==> src/rtl/lkvc_pkg.sv <==
`default_nettype none

package lkvc_pkg;

  localparam int unsigned ENTRIES_DEF = 16;
  localparam int unsigned KEY_W       = 32;
  localparam int unsigned VAL_W       = 32;
  localparam int unsigned CAP_W       = 5;

  localparam logic [CAP_W-1:0] CAP_RESET = CAP_W'(16);

  // Operation codes carried in the action field
  localparam logic ACT_GET = 1'b0;
  localparam logic ACT_PUT = 1'b1;

  // Value returned by a get that misses
  localparam logic signed [VAL_W-1:0] MISS_VALUE = '1;

  typedef struct packed {
    logic                     action;
    logic signed [KEY_W-1:0]  lookup_key;
    logic signed [VAL_W-1:0]  write_value;
  } req_t;

  typedef struct packed {
    logic                     found;
    logic signed [VAL_W-1:0]  read_value;
  } rsp_t;

endpackage

`default_nettype wire

==> src/rtl/lkvc_req_if.sv <==
`default_nettype none

interface lkvc_req_if;
  logic                                  valid;
  logic                                  ready;
  logic                                  action;
  logic signed [lkvc_pkg::KEY_W-1:0]     lookup_key;
  logic signed [lkvc_pkg::VAL_W-1:0]     write_value;

  modport source (output valid, output action, output lookup_key, output write_value,
                  input ready);
  modport sink   (input valid, input action, input lookup_key, input write_value,
                  output ready);
endinterface

`default_nettype wire

==> src/rtl/lkvc_rsp_if.sv <==
`default_nettype none

interface lkvc_rsp_if;
  logic                                  valid;
  logic                                  ready;
  logic                                  found;
  logic signed [lkvc_pkg::VAL_W-1:0]     read_value;

  modport source (output valid, output found, output read_value, input ready);
  modport sink   (input valid, input found, input read_value, output ready);
endinterface

`default_nettype wire

==> src/rtl/lru_key_value_cache.sv <==
// Channel   Dir  Payload                              Transfer
// req_i     in   action, lookup_key, write_value      req_i.valid & req_i.ready
// rsp_o     out  found, read_value (gets only)        rsp_o.valid & rsp_o.ready
// cfg       in   cfg_wdata_i = capacity_limit         cfg_we_i
//
// One item at a time. Every request runs a tag scan through the single-port
// read of the slot memory; a put and a get that hits then run the rank update
// sweep through the same port, and a full output register adds its stall.
// Reset is asynchronous and active low; the slot memory is never cleared,
// valid bits gate every slot. A stalled result waits in the output register
// while the next request is already taken.
`default_nettype none

module lru_key_value_cache #(
  parameter int unsigned Entries = lkvc_pkg::ENTRIES_DEF
) (
  input  logic                       clk_i,
  input  logic                       rst_ni,
  input  logic                       cfg_we_i,
  input  logic [lkvc_pkg::CAP_W-1:0] cfg_wdata_i,
  lkvc_req_if.sink                   req_i,
  lkvc_rsp_if.source                 rsp_o
);

  logic [lkvc_pkg::CAP_W-1:0] cap_q;
  lkvc_pkg::req_t             req;
  lkvc_pkg::rsp_t             res, out_q;
  logic                       res_valid, res_ready, out_valid_q;

  // Capacity register: plain write, no read-back
  always_ff @(posedge clk_i or negedge rst_ni) begin
    if (!rst_ni) begin
      cap_q <= lkvc_pkg::CAP_RESET;
    end else if (cfg_we_i) begin
      cap_q <= cfg_wdata_i;
    end
  end

  assign req.action      = req_i.action;
  assign req.lookup_key  = req_i.lookup_key;
  assign req.write_value = req_i.write_value;

  lkvc_core #(
    .Entries (Entries)
  ) u_core (
    .clk_i       (clk_i),
    .rst_ni      (rst_ni),
    .req_valid_i (req_i.valid),
    .req_i       (req),
    .req_ready_o (req_i.ready),
    .cap_i       (cap_q),
    .res_valid_o (res_valid),
    .res_o       (res),
    .res_ready_i (res_ready)
  );

  // Output register: take a new result when empty or when the held one transfers
  assign res_ready = !out_valid_q || rsp_o.ready;

  always_ff @(posedge clk_i or negedge rst_ni) begin
    if (!rst_ni) begin
      out_valid_q <= 1'b0;
    end else if (res_ready) begin
      out_valid_q <= res_valid;
    end
  end

  always_ff @(posedge clk_i) begin
    if (res_ready && res_valid) begin
      out_q <= res;
    end
  end

  assign rsp_o.valid      = out_valid_q;
  assign rsp_o.found      = out_q.found;
  assign rsp_o.read_value = out_q.read_value;

endmodule

`default_nettype wire

==> src/rtl/lkvc_core.sv <==
`default_nettype none

module lkvc_core #(
  parameter int unsigned Entries = lkvc_pkg::ENTRIES_DEF
) (
  input  logic                       clk_i,
  input  logic                       rst_ni,
  input  logic                       req_valid_i,
  input  lkvc_pkg::req_t             req_i,
  output logic                       req_ready_o,
  input  logic [lkvc_pkg::CAP_W-1:0] cap_i,
  output logic                       res_valid_o,
  output lkvc_pkg::rsp_t             res_o,
  input  logic                       res_ready_i
);

  localparam int unsigned IdxW  = (Entries > 1) ? $clog2(Entries) : 1;
  localparam int unsigned RankW = IdxW;
  localparam int unsigned StepW = IdxW + 1;
  localparam int unsigned CntW  = $clog2(Entries + 1);
  localparam int unsigned CmpW  = (CntW > lkvc_pkg::CAP_W) ? CntW : lkvc_pkg::CAP_W;
  localparam int unsigned WordW = lkvc_pkg::KEY_W + lkvc_pkg::VAL_W + RankW;
  localparam logic [IdxW-1:0]  LastIdx = IdxW'(Entries - 1);
  localparam logic [StepW-1:0] StepEnd = StepW'(Entries);
  localparam logic [CmpW-1:0]  CapMax  = CmpW'(Entries);

  localparam logic [2:0] S_IDLE = 3'd0;
  localparam logic [2:0] S_SCAN = 3'd1;
  localparam logic [2:0] S_DEC  = 3'd2;
  localparam logic [2:0] S_RESP = 3'd3;
  localparam logic [2:0] S_UPD  = 3'd4;

  logic [2:0]                         state_q, state_d;
  lkvc_pkg::req_t                     req_q;
  logic [StepW-1:0]                   step_q;
  logic                               pipe_vld_q;
  logic [IdxW-1:0]                    pipe_idx_q;
  logic [Entries-1:0]                 valid_q;
  logic [CntW-1:0]                    cnt_q;
  logic                               hit_q, vic_vld_q, free_vld_q, ins_q;
  logic [IdxW-1:0]                    hit_idx_q, vic_idx_q, free_idx_q, tgt_idx_q;
  logic [RankW-1:0]                   hit_rank_q, vic_rank_q;
  logic signed [lkvc_pkg::VAL_W-1:0]  hit_val_q;

  // Key/value/rank memory, one word per slot
  logic [WordW-1:0]                   mem_q [Entries];
  logic [WordW-1:0]                   rd_data_q;
  logic                               mem_we;
  logic [WordW-1:0]                   mem_wdata;

  logic                               rd_go, accept, scan_end, sweep_end, cur_valid, full;
  logic [lkvc_pkg::KEY_W-1:0]         rd_key;
  logic [lkvc_pkg::VAL_W-1:0]         rd_val, upd_val;
  logic [RankW-1:0]                   rd_rank, upd_rank;
  logic [CmpW-1:0]                    cap_ext, eff_cap;

  assign req_ready_o = (state_q == S_IDLE);
  assign accept      = req_valid_i && req_ready_o;
  assign rd_go       = ((state_q == S_SCAN) || (state_q == S_UPD)) && (step_q < StepEnd);
  assign rd_key      = rd_data_q[WordW-1 -: lkvc_pkg::KEY_W];
  assign rd_val      = rd_data_q[RankW +: lkvc_pkg::VAL_W];
  assign rd_rank     = rd_data_q[RankW-1:0];
  assign cur_valid   = valid_q[pipe_idx_q];
  assign scan_end    = (state_q == S_SCAN) && pipe_vld_q && (pipe_idx_q == LastIdx);
  assign sweep_end   = (state_q == S_UPD) && pipe_vld_q && (pipe_idx_q == LastIdx);

  // Effective capacity: zero acts as one, clamp to the slot count
  assign cap_ext = CmpW'(cap_i);
  always_comb begin
    if (cap_i == '0) begin
      eff_cap = CmpW'(1);
    end else if (cap_ext > CapMax) begin
      eff_cap = CapMax;
    end else begin
      eff_cap = cap_ext;
    end
  end
  assign full = CmpW'(cnt_q) >= eff_cap;

  // Write-back word during the update sweep
  always_comb begin
    upd_val  = rd_val;
    upd_rank = rd_rank;
    if (pipe_idx_q == tgt_idx_q) begin
      if (req_q.action == lkvc_pkg::ACT_PUT) begin
        upd_val = req_q.write_value;
      end
      upd_rank = '0;
    end else if (cur_valid && (ins_q || (rd_rank < hit_rank_q))) begin
      upd_rank = rd_rank + RankW'(1);
    end
  end
  assign mem_we    = (state_q == S_UPD) && pipe_vld_q;
  assign mem_wdata = (pipe_idx_q == tgt_idx_q) ? {req_q.lookup_key, upd_val, upd_rank}
                                               : {rd_key, upd_val, upd_rank};

  always_ff @(posedge clk_i) begin
    if (mem_we) begin
      mem_q[pipe_idx_q] <= mem_wdata;
    end
    rd_data_q <= mem_q[step_q[IdxW-1:0]];
  end

  always_comb begin
    state_d = state_q;
    case (state_q)
      S_IDLE: if (accept) state_d = S_SCAN;
      S_SCAN: if (scan_end) state_d = S_DEC;
      S_DEC: begin
        if (req_q.action == lkvc_pkg::ACT_GET) begin
          state_d = S_RESP;
        end else begin
          state_d = S_UPD;
        end
      end
      S_RESP: begin
        if (res_ready_i) begin
          state_d = hit_q ? S_UPD : S_IDLE;
        end
      end
      S_UPD: if (sweep_end) state_d = S_IDLE;
      default: state_d = S_IDLE;
    endcase
  end

  always_ff @(posedge clk_i or negedge rst_ni) begin
    if (!rst_ni) begin
      state_q    <= S_IDLE;
      step_q     <= '0;
      pipe_vld_q <= 1'b0;
      valid_q    <= '0;
      cnt_q      <= '0;
      hit_q      <= 1'b0;
      vic_vld_q  <= 1'b0;
      free_vld_q <= 1'b0;
      ins_q      <= 1'b0;
    end else begin
      state_q    <= state_d;
      pipe_vld_q <= rd_go;
      if (accept || scan_end) begin
        step_q <= '0;
      end else if (rd_go) begin
        step_q <= step_q + StepW'(1);
      end
      if (accept) begin
        hit_q      <= 1'b0;
        vic_vld_q  <= 1'b0;
        free_vld_q <= 1'b0;
      end else if ((state_q == S_SCAN) && pipe_vld_q) begin
        if (cur_valid && (rd_key == req_q.lookup_key)) hit_q <= 1'b1;
        if (cur_valid && (!vic_vld_q || (rd_rank > vic_rank_q))) vic_vld_q <= 1'b1;
        if (!cur_valid) free_vld_q <= 1'b1;
      end
      // Commit the slot choice; an insert claims the victim or the lowest free slot
      if (state_q == S_DEC) begin
        ins_q <= 1'b0;
        if (!hit_q && (req_q.action == lkvc_pkg::ACT_PUT)) begin
          ins_q <= 1'b1;
          if (full) begin
            valid_q[vic_idx_q] <= 1'b1;
          end else begin
            valid_q[free_idx_q] <= 1'b1;
            cnt_q               <= cnt_q + CntW'(1);
          end
        end
      end
    end
  end

  // Payload registers
  always_ff @(posedge clk_i) begin
    pipe_idx_q <= step_q[IdxW-1:0];
    if (accept) begin
      req_q <= req_i;
    end
    if ((state_q == S_SCAN) && pipe_vld_q) begin
      if (cur_valid && (rd_key == req_q.lookup_key)) begin
        hit_idx_q  <= pipe_idx_q;
        hit_rank_q <= rd_rank;
        hit_val_q  <= rd_val;
      end
      if (cur_valid && (!vic_vld_q || (rd_rank > vic_rank_q))) begin
        vic_idx_q  <= pipe_idx_q;
        vic_rank_q <= rd_rank;
      end
      if (!cur_valid && !free_vld_q) begin
        free_idx_q <= pipe_idx_q;
      end
    end
    if (state_q == S_DEC) begin
      if (hit_q) begin
        tgt_idx_q <= hit_idx_q;
      end else if (full) begin
        tgt_idx_q <= vic_idx_q;
      end else begin
        tgt_idx_q <= free_idx_q;
      end
    end
  end

  assign res_valid_o      = (state_q == S_RESP);
  assign res_o.found      = hit_q;
  assign res_o.read_value = hit_q ? hit_val_q : lkvc_pkg::MISS_VALUE;

endmodule

`default_nettype wire

==> src/flat_wrapper.sv <==
// flat-port wrapper written by rule: the top's interface ports become plain ports
module lru_key_value_cache_flat 
#(
  parameter int unsigned Entries = lkvc_pkg::ENTRIES_DEF
)
  (clk_i, rst_ni, cfg_we_i, cfg_wdata_i, req_i_valid, req_i_action, req_i_lookup_key, req_i_write_value, req_i_ready, rsp_o_valid, rsp_o_found, rsp_o_read_value, rsp_o_ready);
  lkvc_req_if req_i_i ();
  lkvc_rsp_if rsp_o_i ();
  input  logic clk_i;
  input  logic rst_ni;
  input  logic cfg_we_i;
  input  logic [lkvc_pkg::CAP_W-1:0] cfg_wdata_i;
  input wire logic [$bits(req_i_i.valid)-1:0] req_i_valid;
  input wire logic [$bits(req_i_i.action)-1:0] req_i_action;
  input wire logic [$bits(req_i_i.lookup_key)-1:0] req_i_lookup_key;
  input wire logic [$bits(req_i_i.write_value)-1:0] req_i_write_value;
  output wire logic [$bits(req_i_i.ready)-1:0] req_i_ready;
  output wire logic [$bits(rsp_o_i.valid)-1:0] rsp_o_valid;
  output wire logic [$bits(rsp_o_i.found)-1:0] rsp_o_found;
  output wire logic [$bits(rsp_o_i.read_value)-1:0] rsp_o_read_value;
  input wire logic [$bits(rsp_o_i.ready)-1:0] rsp_o_ready;
  assign req_i_i.valid = req_i_valid;
  assign req_i_i.action = req_i_action;
  assign req_i_i.lookup_key = req_i_lookup_key;
  assign req_i_i.write_value = req_i_write_value;
  assign req_i_ready = req_i_i.ready;
  assign rsp_o_valid = rsp_o_i.valid;
  assign rsp_o_found = rsp_o_i.found;
  assign rsp_o_read_value = rsp_o_i.read_value;
  assign rsp_o_i.ready = rsp_o_ready;
  lru_key_value_cache #(.Entries(Entries)) u_core (.clk_i(clk_i), .rst_ni(rst_ni), .cfg_we_i(cfg_we_i), .cfg_wdata_i(cfg_wdata_i), .req_i(req_i_i), .rsp_o(rsp_o_i));
endmodule
==> config.mk <==
export PLATFORM = sky130hd
export DESIGN_NAME = lru_key_value_cache_flat
export DESIGN_NICKNAME = d
export VERILOG_FILES = /design/src/rtl/lkvc_pkg.sv /design/src/rtl/lkvc_req_if.sv /design/src/rtl/lkvc_rsp_if.sv /design/src/rtl/lru_key_value_cache.sv /design/src/rtl/lkvc_core.sv /design/src/flat_wrapper.sv
export SDC_FILE = /design/constraint.sdc
export NUM_CORES = 1
export LEC_CHECK = 0
export ABC_AREA = 1
export ABC_CLOCK_PERIOD_IN_PS = 5800
export BUFFER_PORTS_ARGS = -buffer_cell sky130_fd_sc_hd__buf_2
export CAP_MARGIN = 20
export CORE_UTILIZATION = 39
export CTS_CLUSTER_DIAMETER = 40
export CTS_CLUSTER_SIZE = 25
export DETAILED_ROUTE_END_ITERATION = 10
export MAX_ROUTING_LAYER = met4
export PLACE_DENSITY_LB_ADDON = 0.05
export SYNTH_ARGS = -nofsm -noshare
export SYNTH_HDL_FRONTEND = slang
export SYNTH_SLANG_ARGS = --single-unit
export TNS_END_PERCENT = 1
==> constraint.sdc <==
create_clock -name clk_i -period 5.8 [get_ports clk_i]
set_input_delay 0.58 -clock clk_i [delete_from_list [all_inputs] [get_ports clk_i]]
set_output_delay 0.58 -clock clk_i [all_outputs]
set_load 0.01 [all_outputs]
Word-level counts from Yosys, hierarchy flattened
Memory sizes are Yosys's and may differ from the RTL's. A register that Yosys moved wholly into a read port is not among the register bits.
Index checks and enable logic that the tools add are counted.
- memories kept: 1
- word-level logic and storage cells: 129
- memory bits (writable): 1088
- output and inout port bits: 35
- bits in registers: 198
- reduce and logical (&&, ||, !) cells: 39
- multiplexer cells: 37
- add/sub/neg operators: 3
- bitwise gates (word level): 3
- magnitude comparators: 10
- equality and inequality tests: 12
- memory list (name ; depth ; width ; rd ports ; clocked after Yosys merged registers in ; wr ports ; line ; source):
    u_core.u_core.mem_q ; 16 ; 68 ; 1 ; 1 ; 1 ; lkvc_core.sv:46 ; logic [WordW-1:0] mem_q [Entries];
- operators by type and width (cell ; number):
    two-way mux 68 bit ; 1
    two-way mux 32 bit ; 2
    equality test 32 bit ; 1
    bitwise OR 16 bit ; 2
    two-way mux 5 bit ; 4
    two-way mux 3 bit ; 6
    two-way mux 16 bit ; 1
    two-way mux 4 bit ; 4
    < comparator 4 x 5 -> 1 bit (second input constant) ; 3
    two-way mux 1 bit ; 15
    one-hot mux 3 bit (5 select lines) ; 1
    logical AND 1 bit ; 14
    AND reduction 2 bit ; 7
    adder 5 x 1 -> 5 bit (second input constant) ; 2
    demux 1 bit (select 4 bit) ; 2
    greater-or-equal comparator 4 x 1 -> 1 bit (second input constant) ; 2
    != test 2 bit (second input constant) ; 4
    nonzero test 2 bit ; 4
    equality test 3 x 2 -> 1 bit (second input constant) ; 2
    greater-or-equal comparator 5 bit ; 1
    > comparator 5 bit (second input constant) ; 1
    logical NOT 1 bit ; 5
    logical NOT 5 bit ; 1
    logical OR 1 bit ; 5
    14 further kinds ; 14

Longest topological paths before layout
Gate-level depths: netlist (run 1).
- word-level depth: 6
- mapped depth: 13
- depth with buffers taken out: 12

Modules after synthesis
A second synthesis (run 1) with hierarchy kept.
- cell total of the unflattened synthesis: 4102
- area, all modules: 53014.6 sq um
- by module, submodules not included (module ; cells each ; area each (sq um) ; instances):
    lkvc_core ; 4042 ; 51774.7 ; 1
    lru_key_value_cache ; 60 ; 1239.9 ; 1

Least setup slack after synthesis (run 1)
No wires, ideal clock.
- kind: reg2reg
- start: reg u_core.u_core.state_q[0]
- end: mem u_core.u_core.mem_q[0][0] (netlist bit) (enable)
- required time: 5.305 ns
- setup slack: 1.515 ns
- data arrival time: 3.791 ns
- stages on the path, launching flop included: 8
- library setup time: 0.495 ns
- clock period less this slack: 4.285 ns
- path through: dfrtp_1 -> nor2_1 -> nand2_1 -> inv_1 -> nand2_1 -> inv_1 -> nand3_1 -> nor2_1
- longest elaborated chain between the ends: 4
- ends and longest elaborated chain (what ; line ; source):
    from (decl) ; lkvc_core.sv:33 ; logic [2:0] state_q, state_d;
    from (signal assigned) ; lkvc_core.sv:138 ; state_q <= state_d;
    equality test 3 bit ; lkvc_core.sv:93 ; assign mem_we = (state_q == S_UPD) && pipe_vld_q;
    logical AND 1 bit ; lkvc_core.sv:93 ;
    two-way mux 1 bit ; lkvc_core.sv:98 ; if (mem_we) begin
    two-way mux 1 bit (not written as such) ; lkvc_core.sv:99 ; mem_q[pipe_idx_q] <= mem_wdata;
    to (decl) ; lkvc_core.sv:46 ;
Every way passes these cells.

Worst setup path after layout (run 1)
- start: reg u_core.u_core.pipe_idx_q[0]
- end: mem u_core.u_core.mem_q[7][1] (netlist bit) (data pin)
- longest elaborated chain between the ends: 6
- elaborated cells between the ends (all ways): 7
- those cells by class: eq/ne (1); mux (5); reduce/logical (1)
- ends and longest elaborated chain (what ; line ; source):
    from (decl) ; lkvc_core.sv:37 ; logic [IdxW-1:0] pipe_idx_q;
    from (signal assigned) ; lkvc_core.sv:172 ; pipe_idx_q <= step_q[IdxW-1:0];
    binary-select mux 1 bit (select 4 bit) ; lkvc_core.sv:63 ; assign cur_valid = valid_q[pipe_idx_q];
    two-way mux 1 bit (not written as such) ; lkvc_core.sv:63 ;
    logical AND 1 bit ; lkvc_core.sv:89 ; end else if (cur_valid && (ins_q || (rd_rank < hit_rank_q))) begin
    two-way mux 4 bit ; lkvc_core.sv:89 ;
    two-way mux 4 bit (*) ; lkvc_core.sv:84 ; if (pipe_idx_q == tgt_idx_q) begin
    two-way mux 68 bit (*) ; lkvc_core.sv:94 ; assign mem_wdata = (pipe_idx_q == tgt_idx_q) ? {req_q.lookup_key, upd_val, upd_rank}
    net u_core.u_core.mem_wdata[1] ; lkvc_core.sv:49 ; logic [WordW-1:0] mem_wdata;
Mark *: on every way through the listed nets, which the timed path passes. The rest lies on a longest branch. The select of a mux whose other input is x is not followed.

==> key figures, run 1 <==
Detailed routing
  – Wire per inst: 23.78 um
  – Number of remaining DRC errors: 0
  – Ratio of routed vias to standard cells: 5.242
  – Number of DRC violations after detailed-routing iteration 0: 2417
  – Antenna viol nets, final: 0
  – Total iterations of the first detailed-routing run: 5
  – Total detailed-routing wirelength: 149.2 mm
  – Vias after detailed routing: 32877

Clock tree
  – TritonCTS buffer count: 204
  – Htree depth: 4
  – TritonCTS clock tree: built
  – Clock Pin Slew Worst Setup and Hold Paths: 0.05 ns
  – Post-CTS Setup Repair Bufs: 0
  – Insertion delay of the later-clocked pin in the worst-skew pair: 0.83 ns
  – CTS max path bufs: 3
  – Clock tree root buffer cell: clkbuf_16
  – Resized Gates After CTS: 0
  – Count of clock tree sinks: 1354

Power and ir drop
  – Leakage power of the design: 21.36 nW
  – Power density over the cells: 529.8 nW/um^2
  – Maximum vdd drop: 0.0004082 V

Cells and area
  – Most common cell after layout, fill and taps aside: edfxtp_1
  – Cell area after layout: 63290 um^2
  – Commonest cells after routing, fill and taps aside: 1242 x edfxtp_1, 868 x nor2_1, 466 x nand2_1
  – Share of post-route cells with drive strength above 1: 13.57%
  – Area growth, synth to finish: 19.60%
  – Fin nets: 4409

Timing
  – Final Skew: 0.04200 ns
  – Worst relative slew slack: 23.56%
  – Final setup vio count: 0
  – Setup repair after global routing missed its margin: false
  – Maximum operating frequency: 292.9 MHz
  – Setup WS post-layout: 2.386 ns
  – Final count of hold timing violations: 0
  – Minimum period implied by the final worst setup slack: 3.414 ns
  – Pins Over Slew Limit: 0
  – Post-route setup TNS: 0 ns
  – Part of the cycle the worst path needs: 58.87%
  – Slew at the pin with the worst max-slew slack: 1.147 ns

Floorplan
  – Initial standard-cell utilization of the core: 39.51%
  – Number of ports placed on the die boundary: 110
  – Area of the placeable core: 134000 um^2
  – Row Count: 134
  – Die Outline Area: 137200 um^2
  – Floorplan die height: 370.4 um
  – Chip Width: 370.4 um

Setup path
  – Critical path class: register to register
  – Reg-to-reg critical path startpoint: u_core.u_core.pipe_idx_q[0]$_DFF_P_
  – Capture instance of the worst register-to-register path: u_core.u_core.mem_q[7][1]$_DFFE_PP_
  – CP required: 6.28 ns
  – Crit path launch type: register
  – Worst reg-to-reg setup slack: 2.39 ns
  – Crit. End Element: register
  – WP data arrival: 3.90 ns
  – CP max FO: 49
  – Worst-case reg-to-reg path depth: 6

Hold path
  – Hold crit path type: input port to register
  – Count of cells along the worst hold path: 1
  – Hold_sp: req_i_write_value[31]
  – Worst hold path endpoint: u_core.u_core.req_q[31]$_DFFE_PP_

Synthesis
  – Share of synthesized cell area in and, or, nand and nor gates: 11.62%
  – Dominant combinational cell family by area after synthesis: simple AND/OR/NAND/NOR gates
  – Synth cell types: 42
  – Portion of netlist area occupied by mux cells: 0.02128%
  – Nets in the synthesized netlist: 4205
  – Synthesis-stage register bit count: 1354
  – Average cell area after synthesis: 12.86 um^2
  – Post-synthesis async set-or-reset flop share: 2.954%
  – Number of warning messages in the yosys log: 0
  – Post-Synthesis Cell Area: 52920 um^2
  – Number of synthesized flops with an enable pin: 1242
  – Post-synthesis share of cell area spent on xor and xnor gates: 0.5627%
  – Cell count after synthesis: 4115
  – Compound-gate portion of the synthesized area: 9.372%
  – Post-Synth Adder-Cell Area: 0.3546%
  – Seq/Total Area, Yosys: 75.09%
  – Top FF cell, synth: edfxtp_1

Place
  – Pre-CTS setup slack: 2.375 ns
  – PortBufs: 109
  – Placed Area: 55320 um^2
  – GPL Wtd Cong: 0.7591
  – Sum of net half-perimeters after detailed placement: 73.29 mm

Global route
  – Wire length of the first global-routing pass: 217.4 mm
  – Pin count of the biggest net entering global routing: 204
  – Total global routing track utilization: 22.43%
  – Antenna violations before repair: 3
  – Vias in the first global route: 31901
  – Global route total overflow: 0

Outcome
  – Run status: complete, no violations

Run
  – Max Cap Viol: 0
worst max-delay path, stage by stage, from the launching register on:
cell,delay (ns)
dfxtp_1,0.66
xor2_1,0.23
a21oi_2,0.07
nand2_4,0.46
buf_4,0.78
nand2_1,0.11
nor2_1,0.72
cell usage after synthesis, types with 22 or more instances:
master | count | share of area (%)
edfxtp_1 | 1242 | 70
or2_2 | 35 | 0.41
o211ai_1 | 137 | 1.9
nand3_1 | 141 | 1.3
dfrtp_1 | 39 | 1.8
nand2_1 | 466 | 3.3
o21ai_0 | 399 | 3.8
inv_1 | 92 | 0.65
nor2_1 | 888 | 6.3
buf_2 | 79 | 0.75
o32ai_1 | 136 | 2.3
xnor2_1 | 22 | 0.36
dfxtp_1 | 72 | 2.7
o21ai_1 | 113 | 1.1
clkbuf_1 | 112 | 0.79
buf_4 | 25 | 0.35
sequential cells by signal, summed over array words and instances, names as in the netlist, 3 cells and up:
register	flops
u_core.u_core.rd_data_q	68
u_core.u_core.pipe_idx_q	4
u_core.rsp_o.read_value	32
u_core.u_core.mem_q	1088
u_core.u_core.vic_idx_q	4
u_core.u_core.vic_rank_q	4
u_core.u_core.state_q	3
u_core.u_core.tgt_idx_q	4
u_core.u_core.valid_q	16
u_core.u_core.req_q	65
u_core.u_core.cnt_q	5
u_core.u_core.hit_rank_q	4
u_core.u_core.step_q	5
u_core.u_core.free_idx_q	4
u_core.u_core.hit_val_q	32
u_core.u_core.hit_idx_q	4
u_core.cap_q	5
timing repair:
item	in CTS	in global routing
hold endpoints to repair	108	0
endpoints found under the setup margin	0	0
hold buffers	71	0
where the power goes:
part	leakage, nW	internal, mW	total [mW]	switching [mW]
Clock	3.51	7.97	12.7	4.77
Sequential	12.2	12.8	13.4	0.545
Combinational	5.61	1.96	7.40	5.45
Total	21.4	22.8	33.5	10.8
cell type report:
class / count / area [um^2]
sequential: 1354 / 39750
antenna: 1 / 2.502
tap: 1768 / 2212
clock buffer: 241 / 5384
clock inverter: 149 / 1852
fill: 12007 / 70670
timing repair buffer: 244 / 1937
multi-input combinational: 2416 / 11760
inverter: 99 / 392.9
worst max path at each step:
stage,startpoint,endpoint,slack (ns)
after floorplan,u_core.u_core.state_q[0]$_DFFE_PN0P_,u_core.u_core.mem_q[0][0]$_DFFE_PP_,1.51
after global placement,u_core.u_core.pipe_idx_q[0]$_DFF_P_,u_core.u_core.mem_q[10][0]$_DFFE_PP_,2.41
after detailed placement,u_core.u_core.pipe_idx_q[0]$_DFF_P_,u_core.u_core.mem_q[12][34]$_DFFE_PP_,2.38
after CTS,u_core.u_core.pipe_idx_q[0]$_DFF_P_,u_core.u_core.mem_q[14][32]$_DFFE_PP_,2.37
after global routing,u_core.u_core.pipe_idx_q[0]$_DFF_P_,u_core.u_core.mem_q[9][0]$_DFFE_PP_,2.14
final,u_core.u_core.pipe_idx_q[0]$_DFF_P_,u_core.u_core.mem_q[7][1]$_DFFE_PP_,2.39
through the flow:
stage | std cells | util (%) | hold WS (ns) | total power, mW
after floorplan | 4115 | - | 0.2844 | 18.51
after global routing | 6271 | 47.25 | 0.03912 | 35.16
after detailed placement | 5808 | 41.29 | 0.4089 | 21.05
after CTS | 6269 | 47.23 | 0.007016 | 33.90
after global placement | 5808 | 41.29 | 0.4068 | 21.05
final | 6272 | 47.25 | 0.06466 | 33.53
metal layers:
metal	global-route usage (%)	wire [um]	up-vias
li1	-	-	15345
met1	30.55	69420	16542
met2	34.84	70020	792
met3	3.453	6648	198
met4	6.318	3076	0
met5	-	0	-
kinds of logic after synthesis:
| kind of cell | Yosys count |
|---|---|
| adder cells (fa/ha/maj) | 15 |
| AND/OR/NAND/NOR | 1552 |
| XOR/XNOR | 34 |
| AO/OA/AOI/OAI | 814 |
| flip-flops | 1354 |
| buffers and inverters | 345 |
| multiplexers | 1 |
(Power assumes the default switching activity.)
==> inputs of run 2 (changes only) <==
ABC_CLOCK_PERIOD_IN_PS = 3300   (was 5800)
clock period = 3.3 ns   (was 5.8 ns; I/O delays follow)
==> key figures, run 2 (same netlist as run 1, synthesis figures left out) <==
Outcome
  – Run status: complete, no violations

Detailed routing
  – Total detailed-routing wirelength: 151.4 mm
  – Total iterations of the first detailed-routing run: 5
  – Number of remaining DRC errors: 0
  – Number of DRC violations after detailed-routing iteration 0: 2488
  – Antenna viol nets, final: 0
  – Ratio of routed vias to standard cells: 5.243
  – Wire per inst: 23.91 um
  – Vias after detailed routing: 33208

Power and ir drop
  – Power density over the cells: 925.1 nW/um^2
  – Combinational group share of total power: 23.3%
  – Internal power summed over all cells: 40.51 mW
  – Clock power frac: 37.1%
  – Maximum vdd drop: 0.0006071 V
  – Net switching power figure: 18.85 mW
  – Power after layout: 59.35 mW
  – Proportion of total power due to net switching: 31.75%
  – Leakage power of the design: 21.74 nW
  – Relative contribution of sequential cells to total power: 39.5%

Timing
  – Slew at the pin with the worst max-slew slack: 1.051 ns
  – Minimum period implied by the final worst setup slack: 2.771 ns
  – Final setup vio count: 0
  – Setup WS post-layout: 0.5286 ns
  – Setup repair after global routing missed its margin: false
  – Pins Over Slew Limit: 0
  – Final count of hold timing violations: 0
  – Worst Hold Margin: 0.1780 ns
  – Worst relative slew slack: 29.69%
  – Maximum operating frequency: 360.8 MHz
  – Final Skew: 0.02979 ns
  – Part of the cycle the worst path needs: 83.98%

Cells and area
  – Leading registers by flop count: u_core.u_core.mem_q x1088, u_core.u_core.rd_data_q x68, u_core.u_core.req_q x65
  – Cell area after layout: 64160 um^2
  – Largest register FFs: 1088
  – Most flop-heavy register: u_core.u_core.mem_q
  – Share of post-route cells with drive strength above 1: 14.37%
  – Fin nets: 4480
  – Most common cell after layout, fill and taps aside: edfxtp_1
  – Area growth, synth to finish: 21.23%
  – Finished Core Util: 47.89%
  – Commonest cells after routing, fill and taps aside: 1242 x edfxtp_1, 868 x nor2_1, 466 x nand2_1

Run
  – Max Cap Viol: 0

Floorplan
  – Row Count: 134
  – Initial standard-cell utilization of the core: 39.51%
  – Floorplan die height: 370.4 um
  – Area of the placeable core: 134000 um^2
  – Chip Width: 370.4 um
  – Die Outline Area: 137200 um^2
  – Number of ports placed on the die boundary: 110

Setup path
  – Max incr delay on CP: 0.53 ns
  – Critical path class: register to register
  – Crit. End Element: register
  – WP data arrival: 3.29 ns
  – Worst reg-to-reg setup slack: 0.53 ns
  – CP required: 3.82 ns
  – CP max FO: 17
  – Cell-by-cell trace of the critical path: buf_4 > xor2_1 > a21oi_2 > nand2_4 > inv_2 > buf_4 > nand2_1 > nand2_1
  – Reg-to-reg critical path startpoint: u_core.u_core.pipe_idx_q[0]$_DFF_P_
  – Crit path launch type: register
  – Standard cell with the maximum stage delay on the critical path: dfxtp_1
  – Worst-case reg-to-reg path depth: 8
  – Capture instance of the worst register-to-register path: u_core.u_core.mem_q[3][50]$_DFFE_PP_

Global route
  – Antenna violations before repair: 4
  – Total global routing track utilization: 22.81%
  – Global route total overflow: 0
  – Wire length of the first global-routing pass: 221.1 mm
  – Pin count of the biggest net entering global routing: 124
  – Met1 capacity usage during global routing: 30.73%
  – Gr busiest metal: met2
  – Vias in the first global route: 32421
  – M3 GR Usage: 3.590%
  – Global routing met2 resource utilization: 35.96%

Clock tree
  – Hold-fix buffer count after cts: 81
  – CTS max path bufs: 3
  – Clock Pin Slew Worst Setup and Hold Paths: 0.06 ns
  – TritonCTS clock tree: built
  – Resized Gates After CTS: 0
  – Htree depth: 4
  – Insertion delay of the later-clocked pin in the worst-skew pair: 0.82 ns
  – Clock tree root buffer cell: clkbuf_16
  – TritonCTS buffer count: 198
  – Count of clock tree sinks: 1354
  – Post-CTS Setup Repair Bufs: 0

Place
  – Placed Area: 56320 um^2
  – PortBufs: 109
  – GPL Wtd Cong: 0.7885
  – Sum of net half-perimeters after detailed placement: 80.31 mm
  – Pre-CTS setup slack: 0.4844 ns

Hold path
  – Hold crit path type: input port to async pin
## run 2: metrics by stage
stage               setup TNS, ns  instances
floorplan                -1098.20       4115
global placement                0       5877
detailed placement              0       5877
CTS                             0       6333
global route                    0       6333
finish                          0       6334
## run 2: critical path: cells and delay by family (launching register included)
family / cells / cell delay (ns)
compound gates: 1 / 0.15
xor+xnor: 1 / 0.07
buf+inv: 3 / 0.99
flops: 1 / 0.53
simple gates: 3 / 0.69
## run 2: how the worst max path moves through the flow
stage,depth (start not counted),from,end,slack (ns)
after floorplan,7,u_core.u_core.state_q[0]$_DFFE_PN0P_,u_core.u_core.mem_q[0][0]$_DFFE_PP_,-0.99
after global placement,8,u_core.u_core.pipe_idx_q[0]$_DFF_P_,u_core.u_core.mem_q[9][50]$_DFFE_PP_,0.52
after detailed placement,8,u_core.u_core.pipe_idx_q[0]$_DFF_P_,u_core.u_core.mem_q[9][50]$_DFFE_PP_,0.48
after CTS,8,u_core.u_core.pipe_idx_q[0]$_DFF_P_,u_core.u_core.mem_q[14][50]$_DFFE_PP_,0.47
after global routing,8,u_core.u_core.pipe_idx_q[0]$_DFF_P_,u_core.u_core.mem_q[1][50]$_DFFE_PP_,0.29
final,8,u_core.u_core.pipe_idx_q[0]$_DFF_P_,u_core.u_core.mem_q[3][50]$_DFFE_PP_,0.53
## run 2: layout make-up
class,instances,area [um^2]
Antenna cell,1,2.502
Inverter,99,392.9
Timing Repair Buffer,321,3015
Clock buffer,247,5385
Fill cell,11861,69800
Clock inverter,128,1635
Multi-Input combinational cell,2416,11760
Tap cell,1768,2212
Sequential cell,1354,39750
## run 2: power by group through the flow
stage / registers, mW / logic [mW] / clock network, mW
floorplan: 23.3 / 9.25 / 0
global placement: 23.8 / 13.9 / 0
detailed placement: 23.8 / 13.9 / 0
CTS: 23.5 / 14.0 / 22.4
global route: 23.6 / 15.5 / 23.2
finish: 23.5 / 13.9 / 22.0
## run 2: routing by layer
metal / wire length [um] / part of all wire, % / up-vias
li1: - / - / 15487
met1: 69130 / 46 / 16606
met2: 72170 / 48 / 893
met3: 7285 / 4.8 / 222
met4: 2842 / 1.9 / 0
met5: 0 / 0 / -
